[src/rtl/core/dqqp_pkg.sv]
package dqqp_pkg;

  localparam int          NAME_LIMIT   = 256;
  localparam logic [15:0] WANTED_RESET = 16'd28;
  localparam int          HDR_BYTES    = 12;
  localparam logic [3:0]  HDR_LAST     = 4'(HDR_BYTES - 1);
  localparam logic [7:0]  DOT_CHAR     = 8'h2E;
  localparam int          QUEUE_DEPTH  = 4;

  typedef enum logic [2:0] {
    PH_HEADER    = 3'd0,
    PH_LENGTH    = 3'd1,
    PH_LABEL     = 3'd2,
    PH_TYPECLASS = 3'd3,
    PH_IGNORE    = 3'd4
  } phase_e;

  typedef enum logic [1:0] {
    KIND_CHAR    = 2'd0,
    KIND_QDONE   = 2'd1,
    KIND_VERDICT = 2'd2
  } kind_e;

  typedef enum logic [2:0] {
    V_FOUND     = 3'd0,
    V_SHORT_HDR = 3'd1,
    V_NON_QUEST = 3'd2,
    V_NAME_LONG = 3'd3,
    V_TRUNCATED = 3'd4,
    V_NO_MATCH  = 3'd5
  } verdict_e;

  typedef struct packed {
    kind_e       kind;
    logic [7:0]  name_char;
    logic [15:0] question_index;
    logic [15:0] query_type;
    logic [15:0] query_class;
    logic [15:0] message_id;
    verdict_e    verdict;
    logic        final_of_packet;
  } result_t;

  function automatic result_t mk_char(logic [7:0] ch, logic [15:0] qidx, logic [15:0] id);
    result_t r;
    r = '0;
    r.kind           = KIND_CHAR;
    r.name_char      = ch;
    r.question_index = qidx;
    r.message_id     = id;
    r.verdict        = V_FOUND;
    return r;
  endfunction

  function automatic result_t mk_qdone(logic [15:0] qidx, logic [15:0] qt, logic [15:0] qc,
                                       logic [15:0] id);
    result_t r;
    r = '0;
    r.kind           = KIND_QDONE;
    r.question_index = qidx;
    r.query_type     = qt;
    r.query_class    = qc;
    r.message_id     = id;
    r.verdict        = V_FOUND;
    return r;
  endfunction

  function automatic result_t mk_verdict(verdict_e v, logic [15:0] qidx, logic [15:0] qt,
                                         logic [15:0] qc, logic [15:0] id);
    result_t r;
    r = '0;
    r.kind            = KIND_VERDICT;
    r.question_index  = qidx;
    r.query_type      = qt;
    r.query_class     = qc;
    r.message_id      = id;
    r.verdict         = v;
    r.final_of_packet = 1'b1;
    return r;
  endfunction

endpackage

[src/rtl/core/dns_query_question_parser.sv]
// DNS query question parser. Bytes of one query message enter on the slave
// stream, one per cycle, with tlast on the final byte. Each byte is handled in
// the cycle it is accepted and its results (name characters, a finished
// question with its type and class, and one final verdict per packet) go into
// a four-item result queue that drives the master stream; a byte may yield up
// to two results. A new byte is taken in every cycle while the queue has room
// for two results, so the rate is one byte per cycle and drops only while the
// consumer stalls or while two-result bytes outpace the one result per cycle
// that the master side delivers. The wanted question type resets to 28 (AAAA). The
// user writes it via cfg_we_i/cfg_wdata_i only while the block is idle; not enforced.
module dns_query_question_parser import dqqp_pkg::*; (
  input  logic        clk_i,
  input  logic        rst_ni,
  input  logic        cfg_we_i,
  input  logic [15:0] cfg_wdata_i,
  input  logic        s_axis_tvalid,
  output logic        s_axis_tready,
  input  logic [7:0]  s_axis_tdata,   // [7:0] byte_value
  input  logic        s_axis_tlast,   // last_byte
  output logic        m_axis_tvalid,
  input  logic        m_axis_tready,
  output logic [79:0] m_axis_tdata,   // [7:0] name_char, [23:8] question_index,
                                      // [39:24] query_type, [55:40] query_class,
                                      // [71:56] message_id, [74:72] verdict, rest zero
  output logic        m_axis_tlast,   // final_of_packet
  output logic [1:0]  m_axis_tuser    // result_kind
);

  logic [15:0] wanted_q;
  phase_e      phase_q, phase_d;
  logic [3:0]  hpos_q;
  logic [15:0] held_id_q;
  logic [15:0] qtotal_q;
  logic        other_q;
  logic [15:0] qnum_q;
  logic [7:0]  lbl_rem_q;
  logic [8:0]  name_len_q;
  logic [1:0]  tc_pos_q;
  logic [31:0] tc_word_q;

  logic        accept;
  logic [7:0]  b;
  logic        last;

  assign accept = s_axis_tvalid && s_axis_tready;
  assign b      = s_axis_tdata;
  assign last   = s_axis_tlast;

  // Shared decode of the current byte.
  logic [15:0] id_n;
  logic        other_n;
  logic [8:0]  len_pos;
  logic [9:0]  len_sum;
  logic        too_long;
  logic [31:0] tc_word_n;
  logic [15:0] qtype;
  logic [15:0] qclass;
  logic [15:0] qnum_inc;
  logic        type_hit;

  assign id_n      = (phase_q == PH_HEADER && hpos_q < 4'd2) ? {held_id_q[7:0], b} : held_id_q;
  assign other_n   = other_q || (hpos_q >= 4'd6 && b != 8'd0);
  assign len_pos   = name_len_q + ((name_len_q != 9'd0) ? 9'd1 : 9'd0);
  assign len_sum   = {1'b0, len_pos} + {2'b00, b};
  assign too_long  = len_sum >= 10'(NAME_LIMIT);
  assign tc_word_n = {tc_word_q[23:0], b};
  assign qtype     = tc_word_n[31:16];
  assign qclass    = tc_word_n[15:0];
  assign qnum_inc  = qnum_q + 16'd1;
  assign type_hit  = qtype == wanted_q;

  // Results of the current byte.
  result_t     res0, res1;
  logic [1:0]  n_res;
  logic        fin;

  always_comb begin
    res0  = '0;
    res1  = '0;
    n_res = 2'd0;
    unique case (phase_q)
      PH_HEADER: begin
        if (hpos_q < HDR_LAST) begin
          if (last) begin
            res0  = mk_verdict(V_SHORT_HDR, qnum_q, 16'd0, 16'd0, id_n);
            n_res = 2'd1;
          end
        end else if (other_n) begin
          // Other records win over a zero question count.
          res0  = mk_verdict(V_NON_QUEST, qnum_q, 16'd0, 16'd0, id_n);
          n_res = 2'd1;
        end else if (qtotal_q == 16'd0) begin
          res0  = mk_verdict(V_NO_MATCH, qnum_q, 16'd0, 16'd0, id_n);
          n_res = 2'd1;
        end else if (last) begin
          res0  = mk_verdict(V_TRUNCATED, qnum_q, 16'd0, 16'd0, id_n);
          n_res = 2'd1;
        end
      end
      PH_LENGTH: begin
        if (b == 8'd0) begin
          if (last) begin
            res0  = mk_verdict(V_TRUNCATED, qnum_q, 16'd0, 16'd0, id_n);
            n_res = 2'd1;
          end
        end else if (too_long) begin
          res0  = mk_verdict(V_NAME_LONG, qnum_q, 16'd0, 16'd0, id_n);
          n_res = 2'd1;
        end else if (last) begin
          res0  = mk_verdict(V_TRUNCATED, qnum_q, 16'd0, 16'd0, id_n);
          n_res = 2'd1;
        end else if (name_len_q != 9'd0) begin
          res0  = mk_char(DOT_CHAR, qnum_q, id_n);
          n_res = 2'd1;
        end
      end
      PH_LABEL: begin
        res0  = mk_char(b, qnum_q, id_n);
        n_res = 2'd1;
        if (last) begin
          res1  = mk_verdict(V_TRUNCATED, qnum_q, 16'd0, 16'd0, id_n);
          n_res = 2'd2;
        end
      end
      PH_TYPECLASS: begin
        if (tc_pos_q != 2'd3) begin
          if (last) begin
            res0  = mk_verdict(V_TRUNCATED, qnum_q, 16'd0, 16'd0, id_n);
            n_res = 2'd1;
          end
        end else begin
          res0  = mk_qdone(qnum_q, qtype, qclass, id_n);
          n_res = 2'd1;
          if (type_hit) begin
            res1  = mk_verdict(V_FOUND, qnum_q, qtype, qclass, id_n);
            n_res = 2'd2;
          end else if (qnum_inc == qtotal_q) begin
            res1  = mk_verdict(V_NO_MATCH, qnum_inc, 16'd0, 16'd0, id_n);
            n_res = 2'd2;
          end else if (last) begin
            res1  = mk_verdict(V_TRUNCATED, qnum_inc, 16'd0, 16'd0, id_n);
            n_res = 2'd2;
          end
        end
      end
      PH_IGNORE: ;
      default: ;
    endcase
  end

  assign fin = (n_res == 2'd1 && res0.kind == KIND_VERDICT) ||
               (n_res == 2'd2 && res1.kind == KIND_VERDICT);

  // The final byte of a packet always returns the parser to the header phase.
  always_comb begin
    phase_d = phase_q;
    if (accept) begin
      if (last) begin
        phase_d = PH_HEADER;
      end else if (fin) begin
        phase_d = PH_IGNORE;
      end else begin
        unique case (phase_q)
          PH_HEADER:    if (hpos_q == HDR_LAST) phase_d = PH_LENGTH;
          PH_LENGTH:    phase_d = (b == 8'd0) ? PH_TYPECLASS : PH_LABEL;
          PH_LABEL:     if (lbl_rem_q == 8'd1) phase_d = PH_LENGTH;
          PH_TYPECLASS: if (tc_pos_q == 2'd3) phase_d = PH_LENGTH;
          PH_IGNORE:    phase_d = PH_IGNORE;
          default:      phase_d = PH_HEADER;
        endcase
      end
    end
  end

  always_ff @(posedge clk_i or negedge rst_ni) begin
    if (!rst_ni) begin
      wanted_q <= WANTED_RESET;
    end else if (cfg_we_i) begin
      wanted_q <= cfg_wdata_i;
    end
  end

  always_ff @(posedge clk_i or negedge rst_ni) begin
    if (!rst_ni) begin
      phase_q    <= PH_HEADER;
      hpos_q     <= '0;
      held_id_q  <= '0;
      qtotal_q   <= '0;
      other_q    <= 1'b0;
      qnum_q     <= '0;
      lbl_rem_q  <= '0;
      name_len_q <= '0;
      tc_pos_q   <= '0;
      tc_word_q  <= '0;
    end else if (accept) begin
      phase_q <= phase_d;
      if (last) begin
        hpos_q     <= '0;
        held_id_q  <= '0;
        qtotal_q   <= '0;
        other_q    <= 1'b0;
        qnum_q     <= '0;
        lbl_rem_q  <= '0;
        name_len_q <= '0;
        tc_pos_q   <= '0;
        tc_word_q  <= '0;
      end else begin
        case (phase_q)
          PH_HEADER: begin
            held_id_q <= id_n;
            if (hpos_q == 4'd4 || hpos_q == 4'd5) begin
              qtotal_q <= {qtotal_q[7:0], b};
            end
            other_q <= other_n;
            if (hpos_q < HDR_LAST) begin
              hpos_q <= hpos_q + 4'd1;
            end else begin
              qnum_q     <= '0;
              name_len_q <= '0;
            end
          end
          PH_LENGTH: begin
            if (b == 8'd0) begin
              tc_pos_q  <= '0;
              tc_word_q <= '0;
            end else begin
              name_len_q <= len_pos;
              lbl_rem_q  <= b;
            end
          end
          PH_LABEL: begin
            name_len_q <= name_len_q + 9'd1;
            lbl_rem_q  <= lbl_rem_q - 8'd1;
          end
          PH_TYPECLASS: begin
            tc_word_q <= tc_word_n;
            if (tc_pos_q != 2'd3) begin
              tc_pos_q <= tc_pos_q + 2'd1;
            end else begin
              tc_pos_q   <= '0;
              qnum_q     <= qnum_inc;
              name_len_q <= '0;
            end
          end
          default: ;
        endcase
      end
    end
  end

  // Result queue.
  localparam int PW = $clog2(QUEUE_DEPTH);
  localparam int CW = $clog2(QUEUE_DEPTH + 1);

  result_t        queue_q [QUEUE_DEPTH];
  logic [PW-1:0]  wr_ptr_q, rd_ptr_q;
  logic [CW-1:0]  cnt_q;
  logic [1:0]     n_push;
  logic           pop;

  assign s_axis_tready = cnt_q <= CW'(QUEUE_DEPTH - 2);
  assign n_push        = accept ? n_res : 2'd0;
  assign pop           = m_axis_tvalid && m_axis_tready;

  always_ff @(posedge clk_i) begin
    if (n_push != 2'd0) begin
      queue_q[wr_ptr_q] <= res0;
    end
    if (n_push == 2'd2) begin
      queue_q[wr_ptr_q + PW'(1)] <= res1;
    end
  end

  always_ff @(posedge clk_i or negedge rst_ni) begin
    if (!rst_ni) begin
      wr_ptr_q <= '0;
      rd_ptr_q <= '0;
      cnt_q    <= '0;
    end else begin
      wr_ptr_q <= wr_ptr_q + PW'(n_push);
      rd_ptr_q <= rd_ptr_q + PW'(pop);
      cnt_q    <= cnt_q + CW'(n_push) - CW'(pop);
    end
  end

  result_t head;
  assign head          = queue_q[rd_ptr_q];
  assign m_axis_tvalid = cnt_q != '0;
  assign m_axis_tdata  = {5'b00000, head.verdict, head.message_id, head.query_class,
                          head.query_type, head.question_index, head.name_char};
  assign m_axis_tlast  = head.final_of_packet;
  assign m_axis_tuser  = head.kind;

endmodule

[config.mk]
export PLATFORM = sky130hd
export DESIGN_NAME = dns_query_question_parser
export DESIGN_NICKNAME = d
export VERILOG_FILES = /design/src/rtl/core/dqqp_pkg.sv /design/src/rtl/core/dns_query_question_parser.sv
export SDC_FILE = /design/constraint.sdc
export NUM_CORES = 1
export LEC_CHECK = 0
export BUFFER_PORTS_ARGS = -buffer_cell sky130_fd_sc_hd__buf_2
export CORE_AREA = 3 3 231 233
export DETAILED_ROUTE_END_ITERATION = 8
export DIE_AREA = 0 0 234 236
export GPL_TIMING_DRIVEN = 0
export MAX_ROUTING_LAYER = met4
export PLACE_DENSITY = 0.56
export SLEW_MARGIN = 20
export SYNTH_ARGS = -nofsm -noshare
export SYNTH_HDL_FRONTEND = slang
export SYNTH_SLANG_ARGS = --single-unit
[constraint.sdc]
create_clock -name clk_i -period 5.9 [get_ports clk_i]
set_clock_uncertainty 0.2 [all_clocks]
set_input_delay 1.18 -clock clk_i [delete_from_list [all_inputs] [get_ports clk_i]]
set_output_delay 1.18 -clock clk_i [all_outputs]
set_load 0.01 [all_outputs]
* Yosys cells after proc, flatten, opt, wreduce, memory -nomap -nowiden *
Memories as Yosys holds them, arrays and structs flattened.
Index checks and enable logic that the tools add are counted.

cells by class
  add/sub/neg operators = 12
  order comparisons = 5
  equality and inequality tests = 24
  muxes and demuxes = 72
  reductions and logical operators = 31

operators by type and width
  cell                                            count
  2-to-1 mux 78 bit                               13
  case mux 78 bit (4 select lines)                1
  case mux 78 bit (2 select lines)                1
  2-to-1 mux 16 bit                               9
  2-to-1 mux 74 bit                               1
  2-to-1 mux 24 bit                               2
  case mux 24 bit (2 select lines)                1
  2-to-1 mux 9 bit                                4
  case mux 9 bit (4 select lines)                 1
  == test 16 bit                                  2
  case mux 16 bit (2 select lines)                1
  2-to-1 mux 2 bit                                9
  adder 16 x 1 -> 16 bit (second input constant)  1
  zero test 16 bit                                1
  2-to-1 mux 8 bit                                2
  case mux 8 bit (2 select lines)                 1
  2-to-1 mux 1 bit                                15
  2-to-1 mux 3 bit                                5
  case mux 3 bit (5 select lines)                 1
  2-to-1 mux 4 bit                                3
  inequality test 3 bit (second input constant)   4
  AND reduction 3 bit                             4
  nonzero test 3 bit                              4
  adder 9 x 8 -> 10 bit                           1
  38 further kinds                                57

word-level totals
  flip-flop bits (word level) = 122
  memory bits (writable) = 312
  bits of input ports = 30
  output and inout port bits = 85
  logic and storage cells = 159
  memories = 1

memory list
  name     depth  width  read ports  clocked after Yosys merged registers in  wr ports  line                              text
  queue_q  4      78     1           0                                        2         dns_query_question_parser.sv:255  result_t queue_q [QUEUE_DEPTH];

* Logic depth before layout (Yosys ltp) *
  word-level depth = 13
  mapped depth = 23
  gate-level depth less buffers = 23

* Worst setup path before layout *
No wires, ideal clock.

  kind = reg-to-reg
  start point = register name_len_q[0]
  end point = memory queue_q[1][0] (netlist name) (enable)
  setup time = 0.553 ns
  arrival time = 4.758 ns
  data required time = 5.147 ns
  setup slack = 0.389 ns
  stages on the path, launching flop included = 19
  buffers on the path = 1
  clock period less this slack = 5.511 ns
  cells stage by stage = dfrtp_1 -> inv_1 -> ha_1 -> nor4b_1 -> nand2_1 -> ha_1 -> nand3_1 -> nor2_1 -> xor2_1 -> ha_1 -> a21o_1 -> a21o_1 -> a2111oi_0 -> a31oi_1 -> nor3b_1 -> a21oi_1 -> nor2_1 -> clkbuf_1 -> inv_1

RTL lines
  what                    line                              text
  start, declared         dns_query_question_parser.sv:37   logic [8:0] name_len_q;
  start signal, assigned  dns_query_question_parser.sv:227  name_len_q <= len_pos;
  start signal, assigned  dns_query_question_parser.sv:232  name_len_q <= name_len_q + 9'd1;
  end, declared           dns_query_question_parser.sv:255

==> flow_results.org <==
** Outcome
- The run finished with clean final reports.

** Pwr
- Of the total power, the share spent switching nets is 31.9%.
- The clock network burns 33.8% of the power.
- Pwr Density :: 386 nW/µm²
- Share of power burned in registers :: 38.9%
- The share of total power dissipated in combinational logic is 27.4%.
- Sw power :: 0.00294 W
- Overall power consumption after layout is estimated at 0.00922 W.
- Summed over all cells, the static leakage comes to 8.57 nW.
- The worst-case IR drop observed on VDD is 0.205 mV.
- Internal power comes to 0.00627 W.

** Clock network
- The clock tree synthesis step divided the H-tree into 2 levels.
- CTS placed an instance of sky130_fd_sc_hd__clkbuf_16 at the clock tree root.
- CTS tree :: done
- Buffers inserted during clock tree synthesis total 48.
- In this run the deepest clock path goes through 3 buffers.
- Number of clock sinks :: 430
- Clk pin slew, worst setup/hold paths :: 70 ps
- For the worst-skew pair, the clock arrives at the later sink with an insertion delay of 600 ps.

** Place
- Global placer's final weighted congestion :: 0.902
- Detailed placement HPWL :: 42,000 µm
- Input and output buffers added on the ports amount to 108.
- Post-placement setup slack :: -939 ps

** Synth
- Post-synthesis average cell area :: 11.6 µm²
- Counting flops and latches in the post-synthesis netlist gives 430.
- Number of unique standard cell types used by synthesis :: 70
- Async set or reset register ratio after synthesis :: 28.4%
- Sequential element share of the synthesized area :: 58.0%
- Post-synth top flop :: sky130_fd_sc_hd__edfxtp_1
- Number of warnings printed during yosys synthesis :: 0
- In this run, synthesis inferred 268 flip-flops with an integrated enable.
- The synthesized netlist occupies a cell area of 20,500 µm².
- Number of standard cells after synthesis :: 1,770

** Layout
- Area overhead of the layout relative to synthesis :: 16.3%
- The multi-input combinational cells in the finished layout cover a total of 8040 µm².
- In the final layout, flip-flops and latches occupy 11,900 µm².
- In the final design database the tool counted 1,995 nets.
- The filler cells instantiated in the layout total 4,719.
- The post-route netlist has 17.3% of its cells at a drive strength greater than 1.
- Count of antenna diodes in the layout :: 0

** Drt
- For this block, the initial DRC count from the detailed router was 1,484.
- Number of design rule violations left after detail routing :: 0
- WL/cell :: 23.0 µm
- Vias after detailed routing :: 15,199
- Dividing the detail-routed via count by the number of cells gives 5.71.
- Total wirelength of the detailed-routed design :: 61,100 µm
- Number of routed nets with antenna violations :: 0
- Iteration count of the initial detailed-routing pass :: 5

** Worst setup path
- The worst setup path is launched from a flop.
- STA puts the critical path data required time at 6000 ps.
- Kind of critical path :: flop to flop
- Data arrival at the endpoint of the critical path :: 5650 ps
- CP endpoint kind :: flop
- Worst-path fanout max :: 35

** Timing
- The number of pins exceeding their max-slew limit in the final report came to 0.
- Fmax :: 180 MHz
- Setup violations, final :: 0
- Final hold vios :: 0
- After layout, the worst setup slack is 353 ps.
- Time the worst path needs with I/O delays and setup :: 5550 ps
- Least-Margin Pin Slew :: 1010 ps
- Part of the cycle the worst path needs :: 94.0%
- Worst slew margin :: 32.8%

** Floorplanning
- The die covers 55,200 µm².
- Height of the chip :: 236 µm
- Die width :: 234 µm
- The floorplan has 83 rows.
- Initial core utilization :: 39.9%
- Area of the core region :: 51,400 µm²
- 115 I/O pins were placed.

** Global route
- Global routing consumed, over all layers together, 22.6% of the routing resources.
- Most Used Layer, Global Route :: met2
- The total overflow left after global routing is 0.
- Global-route wire length before repair :: 92,500 µm
- Vias in the first global route :: 14,900
- Global routing used 3.19% of the available met3 tracks.
- Entering global routing, the biggest net connects 75 pins.
- Global routing used 35.7% of the available met2 tracks.
- The number of antenna violations at the first check in global routing is 2.
- Met1 track demand over resource :: 31.2%

** Job
- Across the run, the number of max-cap violations was 0.

** Worst hold path
- The worst hold path belongs to the class flop to flop.
## worst paths after layout
kind / end / startpoint / cells after the start / slack, ps
max: queue_q[2][65] / name_len_q[0] / 21 / 350
min: queue_q[0][68] / queue_q[0][68] / 1 / 270
max reg2reg: queue_q[2][65] / name_len_q[0] / 21 / 350
min reg2reg: queue_q[0][68] / queue_q[0][68] / 1 / 270
max in group asynchronous: wanted_q[2] / rst_ni / 2 / 4420
min in group asynchronous: name_len_q[6] / rst_ni / 1 / 290
## power groups by stage
stage                     combinational (W)  sequential, W  clock, W
after global placement              0.00250        0.00364         0
after floorplan                     0.00167        0.00358         0
after global routing                0.00274        0.00361   0.00329
after CTS                           0.00255        0.00358   0.00316
after detailed placement            0.00254        0.00364         0
final                               0.00252        0.00358   0.00311
## worst max-delay path, cell delays in order (launching register included)
cell                        delay, ps
sky130_fd_sc_hd__dfrtp_1          430
sky130_fd_sc_hd__inv_1             90
sky130_fd_sc_hd__ha_1             190
sky130_fd_sc_hd__nor4b_1          130
sky130_fd_sc_hd__nand2_1          160
sky130_fd_sc_hd__ha_1             220
sky130_fd_sc_hd__nand3_1          170
sky130_fd_sc_hd__nor2_1           180
sky130_fd_sc_hd__xor2_1           190
sky130_fd_sc_hd__ha_1             270
sky130_fd_sc_hd__a21o_1           150
sky130_fd_sc_hd__a21o_1           210
sky130_fd_sc_hd__a2111oi_4        430
sky130_fd_sc_hd__a31oi_2          210
sky130_fd_sc_hd__or3_1            450
sky130_fd_sc_hd__clkbuf_1         220
sky130_fd_sc_hd__and2_0           210
sky130_fd_sc_hd__clkbuf_1         150
sky130_fd_sc_hd__nor2_4           230
sky130_fd_sc_hd__buf_4            260
sky130_fd_sc_hd__inv_6            170
sky130_fd_sc_hd__buf_12           230
## cell usage in the layout (no fill, tap or decap), types with 17 or more instances in the layout
master	synthesis	final
sky130_fd_sc_hd__edfxtp_1	268	268
sky130_fd_sc_hd__nor2_1	252	250
sky130_fd_sc_hd__nand2_1	207	207
sky130_fd_sc_hd__o21ai_0	122	122
sky130_fd_sc_hd__buf_2	15	121
sky130_fd_sc_hd__dfrtp_1	119	119
sky130_fd_sc_hd__clkbuf_1	102	111
sky130_fd_sc_hd__mux4_2	77	77
sky130_fd_sc_hd__nand3_1	56	56
sky130_fd_sc_hd__clkbuf_16	0	52
sky130_fd_sc_hd__a21oi_1	51	49
sky130_fd_sc_hd__xnor2_1	43	43
sky130_fd_sc_hd__dfxtp_1	40	40
sky130_fd_sc_hd__a22o_1	35	35
sky130_fd_sc_hd__inv_1	34	30
sky130_fd_sc_hd__o22ai_1	28	28
sky130_fd_sc_hd__a31oi_1	26	25
sky130_fd_sc_hd__ha_1	22	22
sky130_fd_sc_hd__a32o_1	19	19
sky130_fd_sc_hd__mux2i_1	17	17
## Yosys cell counts (35+ instances only)
cell,n,area (µm²)
sky130_fd_sc_hd__nand3_1,56,280
sky130_fd_sc_hd__mux4_2,77,1730
sky130_fd_sc_hd__o21ai_0,122,611
sky130_fd_sc_hd__nand2_1,207,777
sky130_fd_sc_hd__nor2_1,252,946
sky130_fd_sc_hd__edfxtp_1,268,8050
sky130_fd_sc_hd__xnor2_1,43,377
sky130_fd_sc_hd__dfxtp_1,40,801
sky130_fd_sc_hd__a21oi_1,51,255
sky130_fd_sc_hd__clkbuf_1,102,383
sky130_fd_sc_hd__a22o_1,35,307
sky130_fd_sc_hd__dfrtp_1,119,2980
## through the flow
stage	hold slack (ps)	utilization, %	setup TNS [ps]	std cells	area (µm²)
floorplan	237	-	0	1774	20500
global placement	244	42.7	-615060	2562	21900
detailed placement	253	43.0	-191250	2567	22100
CTS	270	46.2	0	2656	23800
global route	284	46.4	-14.6	2661	23900
finish	270	46.4	0	2661	23900
## metal layers
metal  routed length, µm  up-vias
met5                   0        -
met4                1060        0
li1                    -     6865
met2               29500      525
met3                3920       76
met1               26600     7733
## area by class of cell
type                    instances  share of cell area [%]
flip-flops and latches        430                    49.9
plain buffers                 137                    2.35
repair buffers                118                    2.99
clock buffers                  73                    6.16
clock inverters                16                   0.760
well taps                     680                    3.57
multi-input cells            1173                    33.7
inverters                      34                   0.587
## kinds of logic (layout without fill, tap and decap cells)
logic type	after synthesis	after routing	share of synthesized area, %
AO/OA/AOI/OAI	356	356	11.3
XOR/XNOR	55	55	2.35
adder cells (fa/ha/maj)	23	23	1.44
buffers and inverters	171	378	3.33
flip-flops	430	430	58.0
multiplexers	110	110	10.2
other	1	5	0.0183
AND/OR/NAND/NOR	624	624	13.4
## flip-flops by register name (all words and copies together), names as in the netlist
name        cells
wr_ptr_q        2
rd_ptr_q        2
name_len_q      9
wanted_q       16
held_id_q      16
hpos_q          4
qnum_q         16
tc_word_q      24
cnt_q           3
queue_q       308
tc_pos_q        2
other_q         1
qtotal_q       16
lbl_rem_q       8
phase_q         3
## what timing repair did
action                     CTS  global route
gates resized for setup     12             6
cloned                       0             0
setup endpoints to repair  409           349
hold buffers                 0             0
setup buffers                0             4
pin swaps                    0             1
Power figures use the tool's default switching activity.
